[src/design/ald_pkg.sv]
`default_nettype none
package ald_pkg;

    // event kinds carried on the input tuser
    localparam logic [1:0] CMD_RESET   = 2'd0;
    localparam logic [1:0] CMD_ADVANCE = 2'd1;
    localparam logic [1:0] CMD_SERVICE = 2'd2;

    // configuration register indexes
    localparam logic [7:0] REG_THRESHOLD = 8'd0;
    localparam logic [7:0] REG_FLUSH     = 8'd1;
    localparam logic [7:0] REG_FALLBACK  = 8'd2;
    localparam logic [7:0] REG_MARGIN    = 8'd3;

    // reset values of the configuration registers
    localparam logic [7:0]  THRESHOLD_RST = 8'd10;
    localparam logic [15:0] FLUSH_RST     = 16'd500;
    localparam logic [15:0] FALLBACK_RST  = 16'd50;
    localparam logic [7:0]  MARGIN_RST    = 8'd5;

    localparam logic [7:0] RUN_MAX = 8'd255;

    typedef struct packed {
        logic [7:0]  refusal_threshold;
        logic [15:0] flush_limit_ms;
        logic [15:0] dwell_fallback_ms;
        logic [7:0]  dwell_margin_ms;
    } t_cfg;

    typedef struct packed {
        logic [7:0]  run_count;
        logic        drop_pending;
        logic [31:0] deadline_ms;
        logic [31:0] dwell_until_ms;
        logic        dwell_valid;
    } t_state;

    typedef struct packed {
        logic [1:0]  command;
        logic [31:0] now_ms;
        logic        refresh_busy;
        logic        owner_is_link;
        logic        tx_empty;
        logic        rx_pending;
        logic [15:0] conn_interval_ms;
    } t_item;

endpackage
`default_nettype wire

[src/design/ald_cfg_regs.sv]
`default_nettype none
module ald_cfg_regs
    import ald_pkg::*;
(
    input  wire logic        i_clk,
    input  wire logic        i_rst_n,
    input  wire logic        i_cfg_valid,
    input  wire logic [7:0]  i_cfg_index,
    input  wire logic [15:0] i_cfg_data,
    output t_cfg             o_cfg
);

    t_cfg r_cfg;

    // register writes, unknown indexes are dropped
    always_ff @(posedge i_clk) begin
        if (!i_rst_n) begin
            r_cfg.refusal_threshold <= THRESHOLD_RST;
            r_cfg.flush_limit_ms    <= FLUSH_RST;
            r_cfg.dwell_fallback_ms <= FALLBACK_RST;
            r_cfg.dwell_margin_ms   <= MARGIN_RST;
        end else if (i_cfg_valid) begin
            unique case (i_cfg_index)
                REG_THRESHOLD: r_cfg.refusal_threshold <= i_cfg_data[7:0];
                REG_FLUSH:     r_cfg.flush_limit_ms    <= i_cfg_data;
                REG_FALLBACK:  r_cfg.dwell_fallback_ms <= i_cfg_data;
                REG_MARGIN:    r_cfg.dwell_margin_ms   <= i_cfg_data[7:0];
                default: ;
            endcase
        end
    end

    assign o_cfg = r_cfg;

endmodule
`default_nettype wire

[src/design/ald_step.sv]
`default_nettype none
module ald_step
    import ald_pkg::*;
(
    input  wire t_cfg   i_cfg,
    input  wire t_state i_st,
    input  wire t_item  i_item,
    output t_state      o_st,
    output logic        o_drop
);

    logic [7:0]  run_inc;
    logic [16:0] dwell_len;
    logic [15:0] iv;
    logic [31:0] dwell_end;
    logic [31:0] end_minus_dl;
    logic [31:0] now_minus_dl;
    logic [31:0] now_minus_dw;
    logic        expired;
    logic        end_after_dl;
    logic        set_dwell;
    logic        dwelled;

    // saturating run count
    assign run_inc = (i_st.run_count == RUN_MAX) ? RUN_MAX : i_st.run_count + 8'd1;

    // dwell end candidate: now + interval (or fallback) + margin
    assign iv        = (i_item.conn_interval_ms != 16'd0) ? i_item.conn_interval_ms
                                                          : i_cfg.dwell_fallback_ms;
    assign dwell_len = {1'b0, iv} + {9'd0, i_cfg.dwell_margin_ms};
    assign dwell_end = i_item.now_ms + {15'd0, dwell_len};

    // wrap-safe time compares
    assign end_minus_dl = dwell_end - i_st.deadline_ms;
    assign end_after_dl = (end_minus_dl != 32'd0) && !end_minus_dl[31];
    assign now_minus_dl = i_item.now_ms - i_st.deadline_ms;
    assign expired      = !now_minus_dl[31];
    assign now_minus_dw = i_item.now_ms - i_st.dwell_until_ms;
    assign set_dwell    = i_item.tx_empty && !i_st.dwell_valid;

    // a fresh dwell end sits dwell_len ahead of now, or is clipped to the deadline
    always_comb begin
        if (set_dwell) begin
            dwelled = end_after_dl ? expired : (dwell_len == 17'd0);
        end else begin
            dwelled = i_st.dwell_valid && !now_minus_dw[31];
        end
    end

    // per-event next state
    always_comb begin
        o_st   = i_st;
        o_drop = 1'b0;
        unique case (i_item.command)
            CMD_RESET: begin
                o_st = '0;
            end
            CMD_ADVANCE: begin
                if (!i_st.drop_pending) begin
                    o_st.run_count = run_inc;
                    if (run_inc >= i_cfg.refusal_threshold) begin
                        o_st.drop_pending   = 1'b1;
                        o_st.deadline_ms    = i_item.now_ms
                                            + {16'd0, i_cfg.flush_limit_ms};
                        o_st.dwell_until_ms = 32'd0;
                        o_st.dwell_valid    = 1'b0;
                    end
                end
            end
            CMD_SERVICE: begin
                if (i_st.drop_pending && !i_item.refresh_busy) begin
                    if (!i_item.owner_is_link) begin
                        o_st = '0;
                    end else begin
                        if (set_dwell) begin
                            o_st.dwell_until_ms = end_after_dl ? i_st.deadline_ms
                                                               : dwell_end;
                            o_st.dwell_valid    = 1'b1;
                        end
                        if (expired || (dwelled && !i_item.rx_pending)) begin
                            o_st   = '0;
                            o_drop = 1'b1;
                        end
                    end
                end
            end
            default: ;
        endcase
    end

endmodule
`default_nettype wire

[src/design/auth_abuse_link_drop_controller.sv]
`default_nettype none
// Link-drop controller for runs of authentication refusals.
// Slave stream (i_s_*): one beat per event; the kind rides on tuser
// (reset run, refusal advance, service pass), the time and link status on tdata.
// Master stream (o_m_*): one result beat per event with the drop decision,
// the armed flag and the refusal run count after that event.
// Config channel (i_cfg_*): register index and data, always ready; write
// only while no event is in flight.
// An accepted event is held in the input register, then takes one pass of
// next-state logic into the result register, where its result is offered.
// Throughput: one event per cycle while the receiver takes results, set by the
// state update loop through the run count, drop and dwell registers.
// Reset (synchronous, active low) clears the run state, empties both
// registers and restores the configuration defaults.
// A stalled receiver holds the result beat; one more event waits in the input
// register and then the slave tready drops until the result is taken.
module auth_abuse_link_drop_controller
    import ald_pkg::*;
(
    input  wire logic        i_clk,
    input  wire logic        i_rst_n,
    // slave side
    input  wire logic        i_s_tvalid,
    output logic             o_s_tready,
    // [31:0] now_ms, [32] refresh_busy, [33] owner_is_link, [34] tx_empty,
    // [35] rx_pending, [51:36] conn_interval_ms, [55:52] zero
    input  wire logic [55:0] i_s_tdata,
    // [1:0] command
    input  wire logic [1:0]  i_s_tuser,
    // master side
    output logic             o_m_tvalid,
    input  wire logic        i_m_tready,
    // [0] drop_link, [1] drop_armed, [9:2] refusal_run, [15:10] zero
    output logic [15:0]      o_m_tdata,
    // configuration
    input  wire logic        i_cfg_valid,
    output logic             o_cfg_ready,
    input  wire logic [7:0]  i_cfg_index,
    input  wire logic [15:0] i_cfg_data
);

    t_cfg   cfg;
    t_item  r_in;
    logic   r_in_valid;
    t_state r_st;
    t_state n_st;
    logic   n_drop;
    logic   r_out_valid;
    logic [15:0] r_out;
    logic   out_free;
    logic   step_fire;

    assign o_cfg_ready = 1'b1;

    ald_cfg_regs u_cfg (
        .i_clk       (i_clk),
        .i_rst_n     (i_rst_n),
        .i_cfg_valid (i_cfg_valid),
        .i_cfg_index (i_cfg_index),
        .i_cfg_data  (i_cfg_data),
        .o_cfg       (cfg)
    );

    // handshake: result register frees when empty or being taken
    assign out_free   = !r_out_valid || i_m_tready;
    assign step_fire  = r_in_valid && out_free;
    assign o_s_tready = !r_in_valid || out_free;

    // input register
    always_ff @(posedge i_clk) begin
        if (!i_rst_n) begin
            r_in_valid <= 1'b0;
        end else if (o_s_tready) begin
            r_in_valid <= i_s_tvalid;
        end
    end

    always_ff @(posedge i_clk) begin
        if (o_s_tready && i_s_tvalid) begin
            r_in.command          <= i_s_tuser;
            r_in.now_ms           <= i_s_tdata[31:0];
            r_in.refresh_busy     <= i_s_tdata[32];
            r_in.owner_is_link    <= i_s_tdata[33];
            r_in.tx_empty         <= i_s_tdata[34];
            r_in.rx_pending       <= i_s_tdata[35];
            r_in.conn_interval_ms <= i_s_tdata[51:36];
        end
    end

    ald_step u_step (
        .i_cfg  (cfg),
        .i_st   (r_st),
        .i_item (r_in),
        .o_st   (n_st),
        .o_drop (n_drop)
    );

    // run state moves with each event leaving the input register
    always_ff @(posedge i_clk) begin
        if (!i_rst_n) begin
            r_st <= '0;
        end else if (step_fire) begin
            r_st <= n_st;
        end
    end

    // result register
    always_ff @(posedge i_clk) begin
        if (!i_rst_n) begin
            r_out_valid <= 1'b0;
        end else if (out_free) begin
            r_out_valid <= r_in_valid;
        end
    end

    always_ff @(posedge i_clk) begin
        if (step_fire) begin
            r_out <= {6'd0, n_st.run_count, n_st.drop_pending, n_drop};
        end
    end

    assign o_m_tvalid = r_out_valid;
    assign o_m_tdata  = r_out;

    // a drop beat always reports cleared state
    a_drop_clears: assert property (@(posedge i_clk) disable iff (!i_rst_n)
        (o_m_tvalid && o_m_tdata[0]) |-> (o_m_tdata[9:1] == 9'd0))
        else $error("drop result with state left over");

    // a dwell is only ever set while a drop is armed
    a_dwell_armed: assert property (@(posedge i_clk) disable iff (!i_rst_n)
        !r_st.drop_pending |-> !r_st.dwell_valid)
        else $error("dwell set without a pending drop");

    // run state only changes when an event steps through
    a_state_hold: assert property (@(posedge i_clk)
        (i_rst_n && $past(i_rst_n) && !$past(step_fire)) |-> $stable(r_st))
        else $error("run state changed without an event");

    // the result of an event that left armed state reports that state
    a_armed_match: assert property (@(posedge i_clk) disable iff (!i_rst_n)
        step_fire |=> (o_m_tdata[1] == r_st.drop_pending
                       && o_m_tdata[9:2] == r_st.run_count))
        else $error("result beat disagrees with run state");

endmodule
`default_nettype wire

[config.mk]
export PLATFORM = sky130hd
export DESIGN_NAME = auth_abuse_link_drop_controller
export DESIGN_NICKNAME = d
export VERILOG_FILES = /design/src/design/ald_pkg.sv /design/src/design/ald_cfg_regs.sv /design/src/design/ald_step.sv /design/src/design/auth_abuse_link_drop_controller.sv
export SDC_FILE = /design/constraint.sdc
export NUM_CORES = 1
export LEC_CHECK = 0
export ABC_AREA = 0
export BUFFER_PORTS_ARGS = -buffer_cell sky130_fd_sc_hd__buf_2
export CAP_MARGIN = 20
export CORE_ASPECT_RATIO = 0.8
export CORE_MARGIN = 10
export CORE_UTILIZATION = 51
export DETAILED_ROUTE_END_ITERATION = 10
export PLACE_DENSITY = 0.69
export SLEW_MARGIN = 15
export SYNTH_ARGS = -nofsm -noshare
export SYNTH_HDL_FRONTEND = slang
export SYNTH_SLANG_ARGS = --single-unit
[constraint.sdc]
create_clock -name i_clk -period 9.05 [get_ports i_clk]
set_input_delay 1.3575 -clock i_clk [delete_from_list [all_inputs] [get_ports i_clk]]
set_output_delay 1.3575 -clock i_clk [all_outputs]
set_load 0.02 [all_outputs]
==> results.json, run 1 <==
{
  "relSlewSlack": 0.263,
  "fill_cells": 2440,
  "clockRootBuffer": "clkbuf_16",
  "io_buffers": 94,
  "maxSlewViolCount": 0,
  "wl_per_cell_um": 18.4,
  "drc": 0,
  "path_max_fanout": 8,
  "grt_pass1_vias": 11500,
  "period_minus_slack_ns": 8.70,
  "clk_path_buf_depth": 2,
  "crit_buf_inv": 3,
  "post-route-period-util": 0.961,
  "synth_ff_type": "dfxtp_1",
  "powerDensity_nw_per_um2": 152,
  "cap_violations": 0,
  "clkSlewWorstSetupHoldPaths_ns": 0.08,
  "yosysWarningCount": 0,
  "finClkSkew_ns": 0.00981,
  "syn_to_final_growth_pct": 11.6,
  "p_leak_nw": 6.11,
  "critPathMaxStageDelay_ns": 0.59,
  "antenna_found_initial": 0,
  "synth_area_um2": 13700,
  "outcome": "completed",
  "setup_violations": 0,
  "grt_util_all_layers": 0.223,
  "io_pins": 106,
  "required_ns": 9.25,
  "cts_max_level": 4,
  "path_class": "register to register",
  "r2r_cells": 34,
  "viasPerCell": 5.84,
  "hold_viol": 0,
  "cts_tree": "yes",
  "drt-initial-drc-count": 935,
  "fin_nets": 1916,
  "die_w_um": 203,
  "setup_tns_ns": 0,
  "grt_pass1_wl_um": 61100,
  "synth_edf_count": 64,
  "grt_max_degree": 55,
  "mostFrequentLayoutCells": "nand2_1 (228), ha_1 (141), dfxtp_1 (124)",
  "placed_area_um2": 14500,
  "hpwl_um": 29000,
  "design_area_um2": 15200,
  "cp_data_arrival_time_ns": 8.90,
  "crit_path_start": "r_in[0]$_DFFE_PP_",
  "ctsHoldBuffers": 0,
  "r2r_end": "o_m_tdata[8]$_DFFE_PP_",
  "wl_um": 37800,
  "fp.dieH_um": 166,
  "syn_area_per_cell_um2": 8.50,
  "insertedDiodeCount": 0,
  "yosys.cell_types.count": 73,
  "drive_gt1_frac": 0.106,
  "clkSinkCount": 188,
  "rsz0062_at_grt": "no",
  "irDropWorstVdd_mv": 0.159,
  "rows": 53,
  "endpoint": "o_m_tdata[8]$_DFFE_PP_",
  "cp-end-kind": "register",
  "r2r_slack_ns": 0.35,
  "vias": 12000,
  "worst_pin_slew_ns": 1.11,
  "grt_remaining_overflow": 0,
  "power.total_mw": 2.32,
  "ys_seq_area_frac": 0.323,
  "cts_buffers": 17,
  "dieArea_um2": 33800,
  "hp-class": "register to register",
  "gp_congestion": 0.969,
  "drt-pass1-iter-count": 5,
  "synthArstFlopShare": 0,
  "cp_top_family": "simple AND/OR/NAND/NOR gates",
  "core-area_um2": 26300,
  "start_kind": "register",
  "crit_path_top_delay_cell": "or4_1",
  "insertion_delay_ns": 0.46,
  "start_util": 0.519,
  "drtAntennaViolNets": 0,
  "final_common_cell": "nand2_1",
  "syn_inst": 1606,
  "timing.rr.start": "r_in[0]$_DFFE_PP_",
  "max_freq_ghz": 0.115,
  "post-route-util": 0.579,
  "cp.depth": 34,
  "ys_ff_latch": 188
}
==> sequential cells by signal, summed over array words and instances, names as in the netlist <==
register     cells
r_in            54
o_m_tdata       10
o_m_tvalid       1
u_cfg.o_cfg     48
r_in_valid       1
r_st            74
==> per-layer routing <==
metal,vias to the layer above,track usage,routed length (um)
met5,-,0,0
met4,0,0.0593,648
met3,40,0.0446,2500
met2,362,0.321,15700
met1,5664,0.328,18900
li1,5918,-,-
==> through the flow <==
step / setup WS, ns / hold WS, ns / instances
floorplan: 1.26 / 0.425 / 1611
global placement: 0.385 / 0.436 / 2017
detailed placement: 0.360 / 0.441 / 2017
CTS: 0.254 / 0.452 / 2049
global route: 0.00536 / 0.466 / 2053
finish: 0.350 / 0.449 / 2053
==> cells in the mapped netlist, drive strengths merged, types with 4 or more instances <==
cell type / count / share of area
a211o: 7 / 0.0045
xnor2: 66 / 0.042
a21o: 53 / 0.029
o21bai: 8 / 0.0044
a21oi: 122 / 0.045
fa: 4 / 0.0059
inv: 97 / 0.027
o22ai: 7 / 0.0032
or2: 7 / 0.0032
o21ai: 91 / 0.033
edfxtp: 64 / 0.14
and4: 7 / 0.0045
a31oi: 12 / 0.0055
a2111oi: 7 / 0.0045
and3: 13 / 0.0060
or3: 5 / 0.0023
dfxtp: 124 / 0.18
nand4: 24 / 0.011
xor2: 25 / 0.016
mux2i: 96 / 0.070
nand3: 40 / 0.015
o211ai: 15 / 0.0082
o2111ai: 5 / 0.0032
a211oi: 20 / 0.011
nor4: 15 / 0.0069
o21a: 22 / 0.012
nor2: 95 / 0.026
nor3: 28 / 0.010
clkbuf: 54 / 0.015
buf: 14 / 0.0079
nand2: 228 / 0.063
and2: 9 / 0.0041
nor3b: 6 / 0.0037
nor2b: 5 / 0.0023
ha: 142 / 0.13
nand2b: 19 / 0.0087
==> tightest hold or removal path, cell delays in order, from the launching register on <==
cell and delay (ns):
dfxtp_1 0.31, nand2_1 0.05, o21ai_1 0.05
==> where the power goes <==
group	internal, mW	switching [mW]
clock	0.423	0.379
sequential	0.892	0.0255
combinational	0.238	0.365
==> area by class of cell <==
cell class	count	area [um^2]	share of cell area
tap	357	447	0.0293
timing repair buffer	121	731	0.0479
clock buffer	17	425	0.0279
sequential	188	4400	0.289
inverter	99	372	0.0244
clock inverter	15	206	0.0135
multi-input combinational	1256	8660	0.568
==> worst min-delay path by stage <==
stage	cells past startpoint	startpoint	to	slack [ns]
global placement	2	r_st[17]$_SDFFE_PN0P_	r_st[17]$_SDFFE_PN0P_	0.44
finish	2	r_st[16]$_SDFFE_PN0P_	r_st[16]$_SDFFE_PN0P_	0.45
global route	2	r_st[10]$_SDFFE_PN0P_	r_st[10]$_SDFFE_PN0P_	0.47
CTS	2	r_st[16]$_SDFFE_PN0P_	r_st[16]$_SDFFE_PN0P_	0.45
floorplan	2	r_st[11]$_SDFFE_PN0P_	r_st[11]$_SDFFE_PN0P_	0.43
detailed placement	2	r_st[16]$_SDFFE_PN0P_	r_st[16]$_SDFFE_PN0P_	0.44
==> cell families after synthesis <==
group                      count (synthesis)  share of synthesized area
adders and majority gates                146                      0.136
muxes                                     98                     0.0720
AOI/OAI and AO/OA                        401                      0.187
other                                      2                   0.000550
and+or+nand+nor                          513                      0.174
DFF                                      188                      0.323
buffers and inverters                    167                     0.0499
xor gates and xnor gates                  91                     0.0584
==> timing repair <==
item                                    CTS  global route
buffers inserted                          0             2
endpoints found under the setup margin    0            84
gates resized for setup                   0             9
(Power assumes the default switching activity.)
==> run 2, diff against run 1 <==
- BUFFER_PORTS_ARGS: -buffer_cell sky130_fd_sc_hd__buf_2 -> not set
- DONT_BUFFER_PORTS: not set -> 1
- PLACE_DENSITY: 0.69 -> 0.66
==> run 2 against run 1 <==
- via count down 3.0%
- clock skew up 0.010 ns
- combinational power down 5.3%
- largest cell class unchanged
==> results.json, run 2 (synthesis results as in run 1) <==
{
  "outcome": "completed",
  "timing.rr.start": "r_in[1]$_DFFE_PP_",
  "relSlewSlack": 0.255,
  "setup_violations": 0,
  "r2r_end": "r_st[49]$_SDFFE_PN0P_",
  "min_to": "r_st[25]$_SDFFE_PN0P_",
  "cp_data_arrival_time_ns": 8.88,
  "vias": 11600,
  "switchingPower_mw": 0.774,
  "setup_tns_ns": 0,
  "grt_pass1_wl_um": 60100,
  "p_int_mw": 1.52,
  "drt-initial-drc-count": 1070,
  "cts_max_level": 4,
  "pwr-share-comb": 0.249,
  "hold_depth": 2,
  "regMostFlops": "r_st",
  "insertedDiodeCount": 0,
  "hold_viol": 0,
  "mostFrequentLayoutCells": "nand2_1 (228), ha_1 (141), dfxtp_1 (124)",
  "grt_util_all_layers": 0.219,
  "cap_violations": 0,
  "drt-pass1-iter-count": 6,
  "start_util": 0.519,
  "hpwl_um": 28900,
  "min_from": "r_st[25]$_SDFFE_PN0P_",
  "place_inst": 1922,
  "start_kind": "register",
  "worst_pin_slew_ns": 1.12,
  "drc": 0,
  "post-route-period-util": 0.940,
  "final_cells": 1954,
  "grt_max_degree": 54,
  "pre_cts_ws_ns": 0.373,
  "clockRootBuffer": "clkbuf_16",
  "drive_gt1_frac": 0.0513,
  "clk_path_buf_depth": 2,
  "grt_pass1_vias": 11000,
  "max_freq_ghz": 0.117,
  "drtAntennaViolNets": 0,
  "power_switching_share": 0.338,
  "final_common_cell": "nand2_1",
  "fp.dieH_um": 166,
  "crit_path_top_delay_cell": "a2111oi_1",
  "insertion_delay_ns": 0.46,
  "wl_um": 37400,
  "clkPwrFrac": 0.349,
  "cts_tree": "yes",
  "irDropWorstVdd_mv": 0.142,
  "io_pins": 106,
  "multiInputGateArea_um2": 8660,
  "p_leak_nw": 5.71,
  "fin_nets": 1817,
  "die_w_um": 203,
  "gp_congestion": 0.951,
  "r2r_cells": 35,
  "seq_power_share": 0.402,
  "hp-class": "register to register",
  "path_class": "register to register",
  "clkSlewWorstSetupHoldPaths_ns": 0.08,
  "largest_reg_flops": 74,
  "wl_per_cell_um": 19.2,
  "rows": 53,
  "rsz0062_at_grt": "no",
  "setup_slack_ns": 0.539,
  "syn_to_final_growth_pct": 7.79,
  "design_area_um2": 14700,
  "r2r_slack_ns": 0.54,
  "post-route-util": 0.559,
  "io_buffers": 0,
  "cts_buffers": 17,
  "required_ns": 9.42,
  "antenna_found_initial": 0,
  "seqCellArea_um2": 4400,
  "cp-end-kind": "register",
  "core-area_um2": 26300,
  "fill_cells": 2411,
  "maxSlewViolCount": 0,
  "period_minus_slack_ns": 8.51,
  "finClkSkew_ns": 0.0200,
  "viasPerCell": 5.95,
  "powerDensity_nw_per_um2": 156,
  "grt_remaining_overflow": 0,
  "critPathMaxStageDelay_ns": 0.49,
  "clkSinkCount": 188,
  "placed_area_um2": 14100,
  "dieArea_um2": 33800,
  "path_max_fanout": 20
}
==> run 2: cell types whose count changed in the layout (fill, tap and decap cells not counted), sizes merged <==
cell,before,now
clkinv,11,9
bufinv,2,1
inv,101,104
buf,121,22
==> run 2: repair_timing <==
item | 4_1_cts | 5_1_grt
resized for setup | 0 | 10
setup endpoints to repair | 0 | 84
setup buffers | 0 | 0
hold buffers | 0 | 0
==> run 2: critical path, delay by kind of cell (launching register included) <==
| family | cells | cell delay (ns) |
|---|---|---|
| adders and majority gates | 3 | 1.11 |
| and+or+nand+nor | 10 | 2.06 |
| xor gates and xnor gates | 2 | 0.32 |
| buffers and inverters | 4 | 0.70 |
| muxes | 2 | 0.63 |
| DFF | 1 | 0.42 |
| AOI/OAI and AO/OA | 14 | 3.16 |
==> run 2: metal layers <==
layer / track usage / vias to the layer above / routed length (um) / part of all wire
li1: - / 5728 / - / -
met1: 0.326 / 5503 / 18700 / 0.50
met2: 0.323 / 358 / 15700 / 0.42
met3: 0.0378 / 37 / 2520 / 0.067
met4: 0.0470 / 0 / 531 / 0.014
met5: 0 / - / 0 / 0
==> run 2: power groups by stage <==
stage          sequential (mW)  combinational, mW  clock, mW
4_1_cts                  0.920              0.556      0.810
5_1_grt                  0.923              0.628      0.841
3_3_place_gp             0.940              0.547          0
3_5_place_dp             0.940              0.553          0
6_report                 0.921              0.570      0.798
2_1_floorplan            0.927              0.428          0
==> run 2: per-stage QoR <==
step	power, mW	hold slack [ns]
2_1_floorplan	1.36	0.425
3_3_place_gp	1.49	0.435
3_5_place_dp	1.49	0.442
4_1_cts	2.29	0.458
5_1_grt	2.39	0.481
6_report	2.29	0.455
==> run 2: layout make-up <==
cell class	instances	share of cell area
Multi-Input combinational cell	1256	0.588
Sequential cell	188	0.299
Tap cell	357	0.0303
Clock buffer	17	0.0289
Inverter	99	0.0252
Timing Repair Buffer	22	0.0145
Clock inverter	15	0.0133
==> run 2: how the worst max path moves through the flow <==
stage / from / to / slack [ns] / depth (start not counted)
floorplan: r_in[8]$_DFFE_PP_ / o_m_tdata[9]$_DFFE_PP_ / 1.26 / 36
global placement: r_in[8]$_DFFE_PP_ / o_m_tdata[2]$_DFFE_PP_ / 0.46 / 36
detailed placement: r_in[8]$_DFFE_PP_ / r_st[68]$_SDFFE_PN0P_ / 0.37 / 34
CTS: r_in[8]$_DFFE_PP_ / r_st[68]$_SDFFE_PN0P_ / 0.28 / 34
global route: r_in[0]$_DFFE_PP_ / o_m_tdata[9]$_DFFE_PP_ / 0.05 / 34
finish: r_in[1]$_DFFE_PP_ / r_st[49]$_SDFFE_PN0P_ / 0.54 / 35
==> run 3, diff against run 2 <==
- CORE_UTILIZATION: 51 -> 31
- PLACE_DENSITY: 0.66 -> not set
==> run 3 against run 2 <==
- core utilization fell by 21 points
- combinational power barely moved
- via count fell by 1.2%
- non-clock buffer count rose by 1
- worst hold slack got worse by 0.0016 ns
- critical path depth fell by 1
- register-to-register slack got worse by 0.13 ns
- critical path type unchanged
==> results.json, run 3 (synthesis results as in run 1) <==
{
  "insertion_delay_ns": 0.46,
  "pre_cts_ws_ns": 0.0834,
  "start_util": 0.315,
  "finClkSkew_ns": 0.0155,
  "final_common_cell": "nand2_1",
  "path_class": "register to register",
  "place_inst": 2122,
  "hp-class": "register to register",
  "rows": 68,
  "drtAntennaViolNets": 0,
  "drive_gt1_frac": 0.0563,
  "grt_pass1_vias": 11000,
  "insertedDiodeCount": 0,
  "cts_tree": "yes",
  "clkSlewWorstSetupHoldPaths_ns": 0.08,
  "grt_remaining_overflow": 0,
  "pwr-share-comb": 0.251,
  "hpwl_um": 30500,
  "period_minus_slack_ns": 8.64,
  "multiInputGateArea_um2": 8690,
  "hold_viol": 0,
  "cp-end-kind": "register",
  "syn_to_final_growth_pct": 9.73,
  "fp.dieH_um": 208,
  "largest_reg_flops": 74,
  "drc": 0,
  "grt_max_degree": 55,
  "relSlewSlack": 0.253,
  "power_switching_share": 0.341,
  "drt-pass1-iter-count": 5,
  "outcome": "completed",
  "crit_top_cell": "buf_4",
  "switchingPower_mw": 0.777,
  "use_met1": 0.210,
  "design_area_um2": 15000,
  "gp_congestion": 0.923,
  "setup_slack_ns": 0.407,
  "wl_per_cell_um": 18.2,
  "grt_busiest_layer": "met2",
  "fin_nets": 1818,
  "wl_um": 39200,
  "core-area_um2": 43300,
  "path_max_fanout": 10,
  "final_cells": 2158,
  "regMostFlops": "r_st",
  "maxSlewViolCount": 0,
  "clk_path_buf_depth": 2,
  "io_buffers": 0,
  "critPathMaxStageDelay_ns": 0.55,
  "antenna_found_initial": 0,
  "grt_pass1_wl_um": 61800,
  "start_kind": "register",
  "seq_power_share": 0.405,
  "cts_max_level": 4,
  "die_w_um": 255,
  "drt-initial-drc-count": 719,
  "grtUsageMet3": 0.0250,
  "power.total_mw": 2.28,
  "setup_violations": 0,
  "crit_path_top_delay_cell": "ha_1",
  "clockRootBuffer": "clkbuf_16",
  "placed_area_um2": 14300,
  "grt_util_all_layers": 0.146,
  "fill_cells": 4437,
  "dieArea_um2": 52900,
  "max_freq_ghz": 0.116,
  "grtUsageMet2": 0.218,
  "mostFrequentLayoutCells": "nand2_1 (228), ha_1 (140), dfxtp_1 (124)",
  "required_ns": 9.23,
  "vias": 11500,
  "viasPerCell": 5.32,
  "clkPwrFrac": 0.344,
  "clkSinkCount": 188,
  "post-route-period-util": 0.955,
  "io_pins": 106,
  "p_leak_nw": 5.72,
  "p_int_mw": 1.50,
  "worst_pin_slew_ns": 1.11,
  "cp_data_arrival_time_ns": 8.83,
  "cts_buffers": 17,
  "cap_violations": 0,
  "seqCellArea_um2": 4400,
  "powerDensity_nw_per_um2": 152,
  "irDropWorstVdd_mv": 0.158
}
==> run 3: repair_timing <==
action,4_1_cts,5_1_grt
gates resized for setup,0,17
buffers inserted,0,2
hold buffers,0,0
setup endpoints to repair,0,84
endpoints found under the hold margin,0,0
==> run 3: final timing paths <==
check                        from                endpoint  slack [ns]  cells past startpoint
max reg2reg     r_in[0]$_DFFE_PP_  o_m_tdata[9]$_DFFE_PP_        0.41                     34
min          r_st[5]$_SDFFE_PN0P_    r_st[5]$_SDFFE_PN0P_        0.45                      2
min reg2reg  r_st[5]$_SDFFE_PN0P_    r_st[5]$_SDFFE_PN0P_        0.45                      2
max             r_in[0]$_DFFE_PP_  o_m_tdata[9]$_DFFE_PP_        0.41                     34
==> run 3: per-layer routing <==
metal,vias to the layer above,wire length [um]
li1,5715,-
met1,5477,19700
met2,268,17100
met3,25,1760
met4,0,650
met5,-,0
==> run 3: final cells by class <==
class	count	share of cell area
multi-input cells	1256	0.580
clock inverters	13	0.00960
clock buffers	19	0.0303
flip-flops and latches	188	0.294
inverters	99	0.0248
repair buffers	23	0.0149
well taps	560	0.0468
==> run 3: worst max-delay path, delay by kind of cell (launching register included) <==
| kind | cells | cell delay (ns) |
|---|---|---|
| AOI/OAI and AO/OA | 13 | 2.56 |
| xor gates and xnor gates | 2 | 0.24 |
| adders and majority gates | 4 | 1.33 |
| buffers and inverters | 5 | 0.92 |
| DFF | 1 | 0.43 |
| muxes | 1 | 0.40 |
| and+or+nand+nor | 9 | 2.46 |
==> run 3: metrics by stage <==
stage | hold WS [ns] | TNS [ns] | util
global placement | 0.438 | 0 | 0.330
detailed placement | 0.442 | 0 | 0.330
finish | 0.453 | 0 | 0.346
global route | 0.474 | -0.125 | 0.346
floorplan | 0.425 | 0 | -
CTS | 0.456 | 0 | 0.344
==> run 3: power by group through the flow <==
| stage | sequential [mW] | clock [mW] | combinational (mW) |
|---|---|---|---|
| 6_report | 0.922 | 0.783 | 0.571 |
| 5_1_grt | 0.924 | 0.828 | 0.632 |
| 4_1_cts | 0.922 | 0.801 | 0.555 |
| 3_5_place_dp | 0.941 | 0 | 0.551 |
| 3_3_place_gp | 0.941 | 0 | 0.546 |
| 2_1_floorplan | 0.927 | 0 | 0.428 |
